--- src/sfd_pkg.sv ---
// Shared types, defaults and command decoding for the serial frame deframer.
`default_nettype none
package sfd_pkg;

    typedef logic [7:0] t_byte;

    localparam int    MAX_BODY_DEF   = 16;
    localparam t_byte START_BYTE_RST = 8'h01;
    localparam t_byte END_BYTE_RST   = 8'h FE;

    // Configuration register indexes
    localparam t_byte CFG_START_BYTE = 8'd0;
    localparam t_byte CFG_END_BYTE   = 8'd1;

    localparam t_byte CMD_20 = 8'h20;
    localparam t_byte CMD_25 = 8'h25;
    localparam t_byte CMD_26 = 8'h26;
    localparam t_byte CMD_27 = 8'h27;
    localparam t_byte CMD_55 = 8'h55;
    localparam t_byte CMD_60 = 8'h60;

    function automatic logic cmd_ok(input t_byte c);
        return (c == CMD_20) || (c == CMD_25) || (c == CMD_26) ||
               (c == CMD_27) || (c == CMD_55) || (c == CMD_60);
    endfunction

endpackage
`default_nettype wire

--- src/sfd_cell.sv ---
// One byte cell of the body shift chain.
`default_nettype none
module sfd_cell (
    input  wire logic          i_clk,
    input  wire logic          i_shift,
    input  wire sfd_pkg::t_byte i_data,
    output sfd_pkg::t_byte     o_data
);
    import sfd_pkg::*;

    t_byte r_data;

    always_ff @(posedge i_clk) begin
        if (i_shift) begin
            r_data <= i_data;
        end
    end

    assign o_data = r_data;

endmodule
`default_nettype wire

--- src/sfd_chain.sv ---
// Row of byte cells: bytes enter at cell 0 and move up one cell per shift.
`default_nettype none
module sfd_chain #(
    parameter int MAX_BODY = sfd_pkg::MAX_BODY_DEF,
    parameter int IDX_W    = $clog2(MAX_BODY)
) (
    input  wire logic             i_clk,
    input  wire logic             i_shift,
    input  wire sfd_pkg::t_byte   i_data,
    input  wire logic [IDX_W-1:0] i_tap_idx,
    output sfd_pkg::t_byte        o_tap
);
    import sfd_pkg::*;

    t_byte w_cell [MAX_BODY];

    for (genvar k = 0; k < MAX_BODY; k++) begin : g_cell
        if (k == 0) begin : g_head
            sfd_cell u_cell (
                .i_clk  (i_clk),
                .i_shift(i_shift),
                .i_data (i_data),
                .o_data (w_cell[k])
            );
        end else begin : g_link
            sfd_cell u_cell (
                .i_clk  (i_clk),
                .i_shift(i_shift),
                .i_data (w_cell[k-1]),
                .o_data (w_cell[k])
            );
        end
    end

    // During replay the next payload byte always sits at the tap while the chain shifts
    assign o_tap = w_cell[i_tap_idx];

endmodule
`default_nettype wire

--- src/serial_frame_deframer.sv ---
// Serial frame deframer: frame control, checks and result output register.
// Usage:
//   Input channel (i_in_valid / o_in_stall / i_rx_byte): one received byte
//   per item. Outside a frame only the start byte matters; inside a frame
//   bytes are stored in a chain of byte cells until the end byte.
//   Output channel (o_out_valid / i_out_stall): one item per payload byte
//   of an accepted frame, or one item with payload_valid low for an empty
//   payload; last marks the final item of the frame.
//   Config channel (i_cfg_valid / o_cfg_ready): index 0 start byte, index 1
//   end byte; other indexes are ignored. Always ready.
// Timing:
//   The input is stalled only after the end byte of an accepted frame,
//   while the payload is replayed out of the cell chain, one result per
//   cycle while the output is not stalled: one result per payload byte
//   (at most MAX_BODY-2), one for an empty payload. The end byte moves
//   the control to the replay state, which loads the output register.
//   A stall on the output holds the result register and the replay; the
//   input is taken again once the final result is loaded.
// Reset: synchronous, active low; the block is idle outside any frame and
// the registers return to start 0x01 and end 0xFE.
`default_nettype none
module serial_frame_deframer #(
    parameter int MAX_BODY = sfd_pkg::MAX_BODY_DEF
) (
    input  wire logic           i_clk,
    input  wire logic           i_rst_n,
    input  wire logic           i_in_valid,
    output logic                o_in_stall,
    input  wire sfd_pkg::t_byte i_rx_byte,
    output logic                o_out_valid,
    input  wire logic           i_out_stall,
    output sfd_pkg::t_byte      o_command,
    output sfd_pkg::t_byte      o_frame_length,
    output sfd_pkg::t_byte      o_payload_byte,
    output logic                o_payload_valid,
    output logic                o_last,
    input  wire logic           i_cfg_valid,
    output logic                o_cfg_ready,
    input  wire sfd_pkg::t_byte i_cfg_index,
    input  wire sfd_pkg::t_byte i_cfg_data
);
    import sfd_pkg::*;

    localparam int CNT_W = $clog2(MAX_BODY + 1);
    localparam int IDX_W = $clog2(MAX_BODY);

    localparam logic [1:0] ST_IDLE  = 2'd0;
    localparam logic [1:0] ST_FRAME = 2'd1;
    localparam logic [1:0] ST_EMIT  = 2'd2;

    logic [1:0]       r_state, n_state;
    logic [CNT_W-1:0] r_count, n_count;
    logic [CNT_W-1:0] r_left, n_left;
    logic [IDX_W-1:0] r_tap, n_tap;
    logic             r_empty, n_empty;
    t_byte            r_cmd, n_cmd;
    t_byte            r_len, n_len;
    t_byte            r_start, r_end;

    logic  r_out_valid, n_out_valid;
    t_byte r_out_cmd, n_out_cmd;
    t_byte r_out_len, n_out_len;
    t_byte r_out_data, n_out_data;
    logic  r_out_pv, n_out_pv;
    logic  r_out_last, n_out_last;

    logic  w_in_acc;
    logic  w_out_free;
    logic  w_shift;
    t_byte w_tap;
    logic  w_frame_ok;

    assign o_in_stall = (r_state == ST_EMIT);
    assign w_in_acc   = i_in_valid && !o_in_stall;
    assign w_out_free = !r_out_valid || !i_out_stall;
    assign o_cfg_ready = 1'b1;

    assign w_frame_ok = (r_count >= CNT_W'(2)) && cmd_ok(r_cmd) &&
                        (r_len == (8'(r_count) + 8'd2));

    sfd_chain #(
        .MAX_BODY(MAX_BODY),
        .IDX_W   (IDX_W)
    ) u_chain (
        .i_clk    (i_clk),
        .i_shift  (w_shift),
        .i_data   (i_rx_byte),
        .i_tap_idx(r_tap),
        .o_tap    (w_tap)
    );

    always_comb begin
        n_state     = r_state;
        n_count     = r_count;
        n_left      = r_left;
        n_tap       = r_tap;
        n_empty     = r_empty;
        n_cmd       = r_cmd;
        n_len       = r_len;
        n_out_valid = r_out_valid && i_out_stall;
        n_out_cmd   = r_out_cmd;
        n_out_len   = r_out_len;
        n_out_data  = r_out_data;
        n_out_pv    = r_out_pv;
        n_out_last  = r_out_last;
        w_shift     = 1'b0;
        unique case (r_state)
            ST_IDLE: begin
                if (w_in_acc && (i_rx_byte == r_start)) begin
                    n_state = ST_FRAME;
                    n_count = '0;
                end
            end
            ST_FRAME: begin
                if (w_in_acc) begin
                    if (i_rx_byte == r_end) begin
                        n_state = w_frame_ok ? ST_EMIT : ST_IDLE;
                        n_left  = r_count - CNT_W'(2);
                        n_empty = (r_count == CNT_W'(2));
                        // first payload byte sits at cell count-3
                        n_tap   = IDX_W'(r_count - CNT_W'(3));
                    end else if (r_count >= CNT_W'(MAX_BODY)) begin
                        n_state = ST_IDLE;
                        n_count = '0;
                    end else begin
                        w_shift = 1'b1;
                        n_count = r_count + CNT_W'(1);
                        if (r_count == CNT_W'(0)) begin
                            n_cmd = i_rx_byte;
                        end
                        if (r_count == CNT_W'(1)) begin
                            n_len = i_rx_byte;
                        end
                    end
                end
            end
            ST_EMIT: begin
                if (w_out_free) begin
                    n_out_valid = 1'b1;
                    n_out_cmd   = r_cmd;
                    n_out_len   = r_len;
                    n_out_data  = r_empty ? 8'd0 : w_tap;
                    n_out_pv    = !r_empty;
                    n_out_last  = r_empty || (r_left == CNT_W'(1));
                    w_shift     = !r_empty;
                    n_left      = r_left - CNT_W'(1);
                    if (r_empty || (r_left == CNT_W'(1))) begin
                        n_state = ST_IDLE;
                        n_count = '0;
                    end
                end
            end
            default: begin
                n_state = ST_IDLE;
            end
        endcase
    end

    always_ff @(posedge i_clk) begin
        if (!i_rst_n) begin
            r_state     <= ST_IDLE;
            r_count     <= '0;
            r_out_valid <= 1'b0;
            r_start     <= START_BYTE_RST;
            r_end       <= END_BYTE_RST;
        end else begin
            r_state     <= n_state;
            r_count     <= n_count;
            r_out_valid <= n_out_valid;
            if (i_cfg_valid && o_cfg_ready) begin
                if (i_cfg_index == CFG_START_BYTE) begin
                    r_start <= i_cfg_data;
                end else if (i_cfg_index == CFG_END_BYTE) begin
                    r_end <= i_cfg_data;
                end
            end
        end
    end

    always_ff @(posedge i_clk) begin
        r_left     <= n_left;
        r_tap      <= n_tap;
        r_empty    <= n_empty;
        r_cmd      <= n_cmd;
        r_len      <= n_len;
        r_out_cmd  <= n_out_cmd;
        r_out_len  <= n_out_len;
        r_out_data <= n_out_data;
        r_out_pv   <= n_out_pv;
        r_out_last <= n_out_last;
    end

    assign o_out_valid     = r_out_valid;
    assign o_command       = r_out_cmd;
    assign o_frame_length  = r_out_len;
    assign o_payload_byte  = r_out_data;
    assign o_payload_valid = r_out_pv;
    assign o_last          = r_out_last;

    a_count_bound: assert property (@(posedge i_clk) disable iff (!i_rst_n)
        r_count <= CNT_W'(MAX_BODY))
        else $error("body count beyond store depth");

    a_emit_work: assert property (@(posedge i_clk) disable iff (!i_rst_n)
        (r_state == ST_EMIT) |-> (r_empty || (r_left != '0)))
        else $error("replay state with nothing left to send");

    a_empty_last: assert property (@(posedge i_clk) disable iff (!i_rst_n)
        (o_out_valid && !o_payload_valid) |-> o_last)
        else $error("empty payload item not marked last");

    a_emit_end: assert property (@(posedge i_clk) disable iff (!i_rst_n)
        ((r_state == ST_EMIT) && $past(r_state == ST_EMIT) && w_out_free) |=>
        (o_out_valid && ((r_state == ST_EMIT) != o_last)))
        else $error("replay end and last flag disagree");

endmodule
`default_nettype wire

--- config.mk ---
export PLATFORM = sky130hd
export DESIGN_NAME = serial_frame_deframer
export DESIGN_NICKNAME = d
export VERILOG_FILES = /design/src/sfd_pkg.sv /design/src/sfd_cell.sv /design/src/sfd_chain.sv /design/src/serial_frame_deframer.sv
export SDC_FILE = /design/constraint.sdc
export NUM_CORES = 1
export LEC_CHECK = 0
export BUFFER_PORTS_ARGS = -buffer_cell sky130_fd_sc_hd__buf_2
export CAP_MARGIN = 20
export CORE_ASPECT_RATIO = 1.1
export CORE_MARGIN = 4
export CORE_UTILIZATION = 45
export CTS_CLUSTER_SIZE = 28
export DETAILED_ROUTE_END_ITERATION = 12
export MAX_ROUTING_LAYER = met4
export SLEW_MARGIN = 40
export SYNTH_ARGS = -nofsm -noshare
export SYNTH_HDL_FRONTEND = slang
export SYNTH_SLANG_ARGS = --single-unit
--- constraint.sdc ---
create_clock -name i_clk -period 14.35 [get_ports i_clk]
set_input_delay 2.1525 -clock i_clk [delete_from_list [all_inputs] [get_ports i_clk]]
set_output_delay 2.1525 -clock i_clk [all_outputs]
set_load 0.1 [all_outputs]
## After elaboration in Yosys (flattened, before gate mapping)

Cells that the tools add are included.

- Register bits: 204
- Bits of input ports: 29
- Output and inout port bits: 29
- Word-level logic and storage cells: 124

- $add $sub $neg: 5
- $lt $le $gt $ge: 3
- Equal/unequal tests: 22
- Multiplexer cells: 29
- Bitwise gates (word level): 4
- Reductions and logical operators: 30

Operator list:

| cell | count |
|---|---|
| $mux 5 | 9 |
| $bmux 8 s4 | 1 |
| $eq 8x6->1 const B | 4 |
| $eq 8x7->1 const B | 2 |
| $eq 8x8->1 | 2 |
| $mux 8 | 2 |
| $pmux 5 s3 | 1 |
| $reduce_and 5->1 | 3 |
| $mux 2 | 7 |
| $eq 5x1->1 const B | 2 |
| $ge 5x5->1 const B | 2 |
| $pmux 5 s2 | 1 |
| $eq 8x1->1 const B | 1 |
| $eq 8x6->1 | 1 |
| $logic_not 8->1 | 1 |
| $ne 2x2->1 const B | 4 |
| $logic_or 1x1->1 | 7 |
| $add 5x2->6 const B | 1 |
| $mux 1 | 6 |
| $pmux 2 s3 | 1 |
| $reduce_and 3->1 | 2 |
| $reduce_and 6->1 | 1 |
| $add 5x1->5 const B | 1 |
| $eq 5x2->1 const B | 1 |
| 19 further kinds | 30 |

## Longest topological paths before layout

- Word-level depth: 12
- Depth in mapped cells: 9
- Depth with buffers taken out: 8

## By module

Synthesis repeated with hierarchy kept, for this count alone.

- Cell total of the unflattened synthesis: 471
- Area total of the unflattened synthesis: 8,272.9 um^2

By module, submodules not included:

| module | times used | cells an instance | area each (um^2) | sequential area each (um^2) |
|---|---|---|---|---|
| sfd_cell | 16 | 8 | 240.2 | 240.2 |
| serial_frame_deframer | 1 | 273 | 3,395.8 | 2,042.0 |
| sfd_chain | 1 | 70 | 1,033.5 | 0.0 |

## Worst setup path before layout

No wires, ideal clock.

- Kind: input to register
- From: in i_out_stall
- To: reg u_chain.g_cell[0].g_head.u_cell.r_data[0] (enable)
- Setup time: 0.633 ns
- Data arrival time: 8.716 ns
- Data required time: 13.717 ns
- Slack: 5.002 ns
- Stages on the path: 4
- Path buffers: 0
- Path through: nand2_1 > and2_1 > a21oi_1 > nor2b_1

- Longest elaborated chain between the ends: 4

Ends and longest elaborated chain:

| item | RTL line | source |
|---|---|---|
| from (decl) | serial_frame_deframer.sv:31 | `input wire logic i_out_stall,` |
| $logic_not 1->1 | serial_frame_deframer.sv:75 | `assign w_out_free = !r_out_valid \|\| !i_out_stall;` |
| $logic_or 1x1->1 | serial_frame_deframer.sv:75 |  |
| $mux 1 | serial_frame_deframer.sv:138 | `if (w_out_free) begin` |
| $pmux 1 s2 | serial_frame_deframer.sv:107 | `unique case (r_state)` |
| via u_chain.g_cell[0].g_head.u_cell.i_shift | sfd_cell.sv:5 | `input wire logic i_shift,` |
| to (signal assigned) | sfd_cell.sv:15 | `r_data <= i_data;` |
| to (decl) | sfd_cell.sv:11 | `t_byte r_data;` |

The timed path passes the listed nets, and every way through them passes these cells.
A chain may end at the register's enable or synchronous reset.

## Worst setup path in the final report

- From: in i_rx_byte[5]
- To: reg u_chain.g_cell[5].g_link.u_cell.r_data[2] (enable)

- Longest elaborated chain between the ends: 4

Ends and longest elaborated chain:

| item | RTL line | source |
|---|---|---|
| from (decl) | serial_frame_deframer.sv:29 | `input wire sfd_pkg::t_byte i_rx_byte,` |
| $eq 8x8->1 | serial_frame_deframer.sv:116 | `if (i_rx_byte == r_end) begin` |
| $mux 1 | serial_frame_deframer.sv:116 |  |
| $mux 1 | serial_frame_deframer.sv:115 | `if (w_in_acc) begin` |
| $pmux 1 s2 | serial_frame_deframer.sv:107 |  |
| via u_chain.g_cell[0].g_head.u_cell.i_shift | sfd_cell.sv:5 |  |
| to (signal assigned) | sfd_cell.sv:15 |  |
| to (decl) | sfd_cell.sv:11 |  |

The timed path passes the listed nets, and every way through them passes these cells.

==> results.txt <==
----------------------------------------------------
[Timing]
  Worst hold slack after final layout ... 0.441 ns
  Max Clk Rate ... 0.225 GHz
  Unrepaired setup endpoints after global routing ... false
  Count of final hold-check violations ... 0
  Setup violation total in the final timing report ... 0
  Worst-Margin Slew ... 0.743 ns
  Final cycle utilization of the critical path ... 0.309
  Largest clock skew in the final design ... 0.00656 ns
  Post-route minimum period ... 4.44 ns
  Setup TNS ... 0 ns
  Slew headroom ... 0.505
  Final max-slew violation count ... 0

[GRT]
  Via count of the first global-routing pass ... 4,244
  Number of antenna violations at the first check in global routing ... 0
  First-pass GRT wire length ... 24,300 µm
  Maximum number of pins on one net before global-route repair ... 96
  Total GRT Usage ... 0.159
  Total gr overflow ... 0

[Die]
  # IOs ... 58
  DIE HEIGHT ... 149 µm
  Total Die Area ... 20,300 µm²
  CORE AREA ... 17,700 µm²
  Die outline width ... 136 µm
  Std-Cell Rows ... 51
  Starting density of the core ... 0.460

[Route]
  Number of iterations in the first detailed-routing pass ... 4
  WL/cell ... 19.8 µm
  Antenna-violating nets left ... 0
  DRC ... 0
  Total wire length ... 15,200 µm
  Via count ... 4,127
  Vias/cell ... 5.39
  Drt initial violations ... 347

[Logic synthesis]
  Fraction of the yosys area taken by sequential cells ... 0.722
  Leading post-synthesis cells by cell area ... edfxtp_1, mux4_2, dfxtp_1
  Mapped Nets ... 489
  Leading post-synthesis cells by instance count ... edfxtp_1, mux4_2, dfxtp_1
  Instance count of the mapped netlist ... 448
  Yosys synthesis warning count ... 0
  Leading register cell type out of synthesis ... edfxtp_1
  Ys async rst share ... 0
  Number of different library cells in the post-synthesis netlist ... 42
  Area share of the largest cell type after synthesis ... 0.663
  Synthesized flop and latch total ... 204
  Most frequently used cell type in the post-synthesis netlist ... edfxtp_1
  Netlist Area Pre-Place ... 8150 µm²
  Number of synthesized flops with an enable pin ... 180
  Average footprint of a synthesized cell ... 18.2 µm²
  Post-synth top area cell ... edfxtp_1

[Critical path]
  Startpoint class of the critical path ... input port
  Crit Path Max Fanout ... 95
  Crit path DAT ... 4.55 ns
  Worst path bufs/invs ... 3
  Worst setup path class ... in -> reg
  Kind of cell adding the most delay to the critical path ... simple AND/OR/NAND/NOR gates
  Worst path slowest cell ... clkbuf_8
  Worst path required time ... 14.46 ns
  CP Capture Type ... flop
  Cell-by-cell trace of the critical path ... buf_2 -> xnor2_1 -> nand4_1 -> nor2_1 -> nor3_1 -> a21oi_1 -> nor2b_4 -> buf_8 -> clkbuf_8
  Delay contributed by the slowest stage of the critical path ... 0.60 ns

[Cells and area]
  Count of inserted antenna diode cells ... 0
  Count of nets after finishing ... 555
  Final non-filler cell total ... 766
  Fraction of final layout cells with drive strength greater than 1 ... 0.250
  Layout area overhead ... 14.3%

[Power]
  Internal power component ... 0.934 mW
  Overall power ... 1.15 mW
  Cell area power density ... 123 nW/µm²
  Sequential Power Share ... 0.555
  Leak ... 3.11 nW
  Sw frac ... 0.187
  Portion of total power attributed to the clock network ... 0.435
  P_sw ... 0.215 mW
  Gate power share ... 0.011
  Worst vdd rail ir drop ... 0.0000711 V

[Clocking]
  Post-cts resize count ... 0
  Clk root buf ... clkbuf_16
  Maximum level of the CTS H-tree ... 1
  Clock latency at the later pin of the worst-skew pair ... 0.48 ns
  TritonCTS clock tree ... built
  Number of hold buffers added after CTS ... 0
  Clock tree buffer depth ... 3
  Clock-pin slew on the worst setup and hold paths ... 0.06 ns
  # Post-CTS Setup Buffers ... 0
  Number of clock buffers inserted by TritonCTS ... 21
  Clock net sink count ... 204

[Job]
  Number of maximum-capacitance constraint violations ... 0

[Status]
  Result of the run ... finished clean

[Placement]
  Number of I/O port buffers ... 56
  HPWL after detailed placement ... 9970 µm
  Post-Place Cells ... 729
  Weighted congestion reported at the end of routability-driven placement ... 0.776

[Hold path]
  Worst hold path type ... reg -> reg

----------------------------------------------------
cell families (layout without fill, tap and decap cells):
| family | count (synthesis) | after routing | share of synthesized area |
|---|---|---|---|
| xor+xnor | 28 | 28 | 0.0301 |
| mux | 60 | 60 | 0.135 |
| buf+inv | 31 | 111 | 0.0181 |
| simple gates | 84 | 84 | 0.0551 |
| fa+ha+maj | 12 | 12 | 0.0184 |
| flops | 204 | 204 | 0.722 |
| other cells | 1 | 1 | 0.000460 |
| compound gates | 28 | 28 | 0.0209 |
metal layers:
layer  vias to the layer above  share of wire  GRT usage
met3                        21          0.056     0.0300
met4                         0          0.015     0.0378
met1                      2118           0.45      0.223
met5                         -              0          -
met2                       108           0.47      0.244
li1                       1880              -          -
registers in the layout, summed over array words and instances, names as in the netlist:
register / cells
u_chain.g_cell.g_link.u_cell.o_data: 120
o_command: 8
o_frame_length: 8
o_payload_byte: 8
r_cmd: 8
r_end: 8
r_len: 8
r_start: 8
u_chain.g_cell.g_head.u_cell.o_data: 8
r_count: 5
r_left: 5
r_tap: 4
r_state: 2
o_last: 1
o_out_valid: 1
o_payload_valid: 1
r_empty: 1
layout make-up:
class                   instances  area (µm²)
clock buffers                  35         618
clock inverters                 2        8.76
well taps                     238         298
inverters                      12        45.0
fillers                      1483        8420
repair buffers                 62         339
flip-flops and latches        204        5890
multi-input cells             213        2130
power by group through the flow:
stage	sequential [mW]	clock [mW]	combinational (mW)
finish	0.637	0.500	0.0122
global route	0.637	0.541	0.0134
CTS	0.637	0.512	0.0123
detailed placement	0.650	0	0.0123
global placement	0.650	0	0.0119
floorplan	0.650	0	0.00544
layout by cell type, fill, tap and decap left out, drive strengths merged, types with 2 or more instances in the layout:
cell type and count:
clkinv 3, buf 61, nor2b 4, nor3 5, nand2b 4, o21ai 7, mux4 40, clkbuf 36
dfxtp 24, edfxtp 180, a21oi 11, nand4 9, nand3 2, nand2 19, and2 9, inv 11
mux2i 20, a31oi 2, nor4 4, nor4b 3, and3 3, xor2 7, nor2 17, a32o 2
ha 12, xnor2 21
per-stage QoR:
step | area, µm² | setup WS [ns] | util
global route | 9320 | 9.67 | 0.525
floorplan | 8150 | 5.00 | -
global placement | 8670 | 9.12 | 0.489
CTS | 9320 | 9.88 | 0.525
detailed placement | 8690 | 9.35 | 0.490
finish | 9320 | 9.91 | 0.525
worst reg2reg max path: stages, from the launching register on:
cell      delay, ns
dfxtp_1        0.34
inv_1          0.10
ha_1           0.51
and2_1         0.22
buf_4          0.38
a21oi_1        0.19
nor2b_4        0.53
buf_8          0.25
clkbuf_8       0.60
final timing paths:
check                                                          startpoint                                        end  slack (ns)  cells after the start
worst max register to register                                 r_state[0]  u_chain.g_cell[5].g_link.u_cell.o_data[2]       10.80                      8
worst min-delay path            u_chain.g_cell[3].g_link.u_cell.o_data[6]  u_chain.g_cell[4].g_link.u_cell.o_data[6]        0.44                      0
worst max-delay path                                         i_rx_byte[5]  u_chain.g_cell[5].g_link.u_cell.o_data[2]        9.91                      9
worst min register to register  u_chain.g_cell[3].g_link.u_cell.o_data[6]  u_chain.g_cell[4].g_link.u_cell.o_data[6]        0.44                      0
Power figures use the tool's default switching activity.
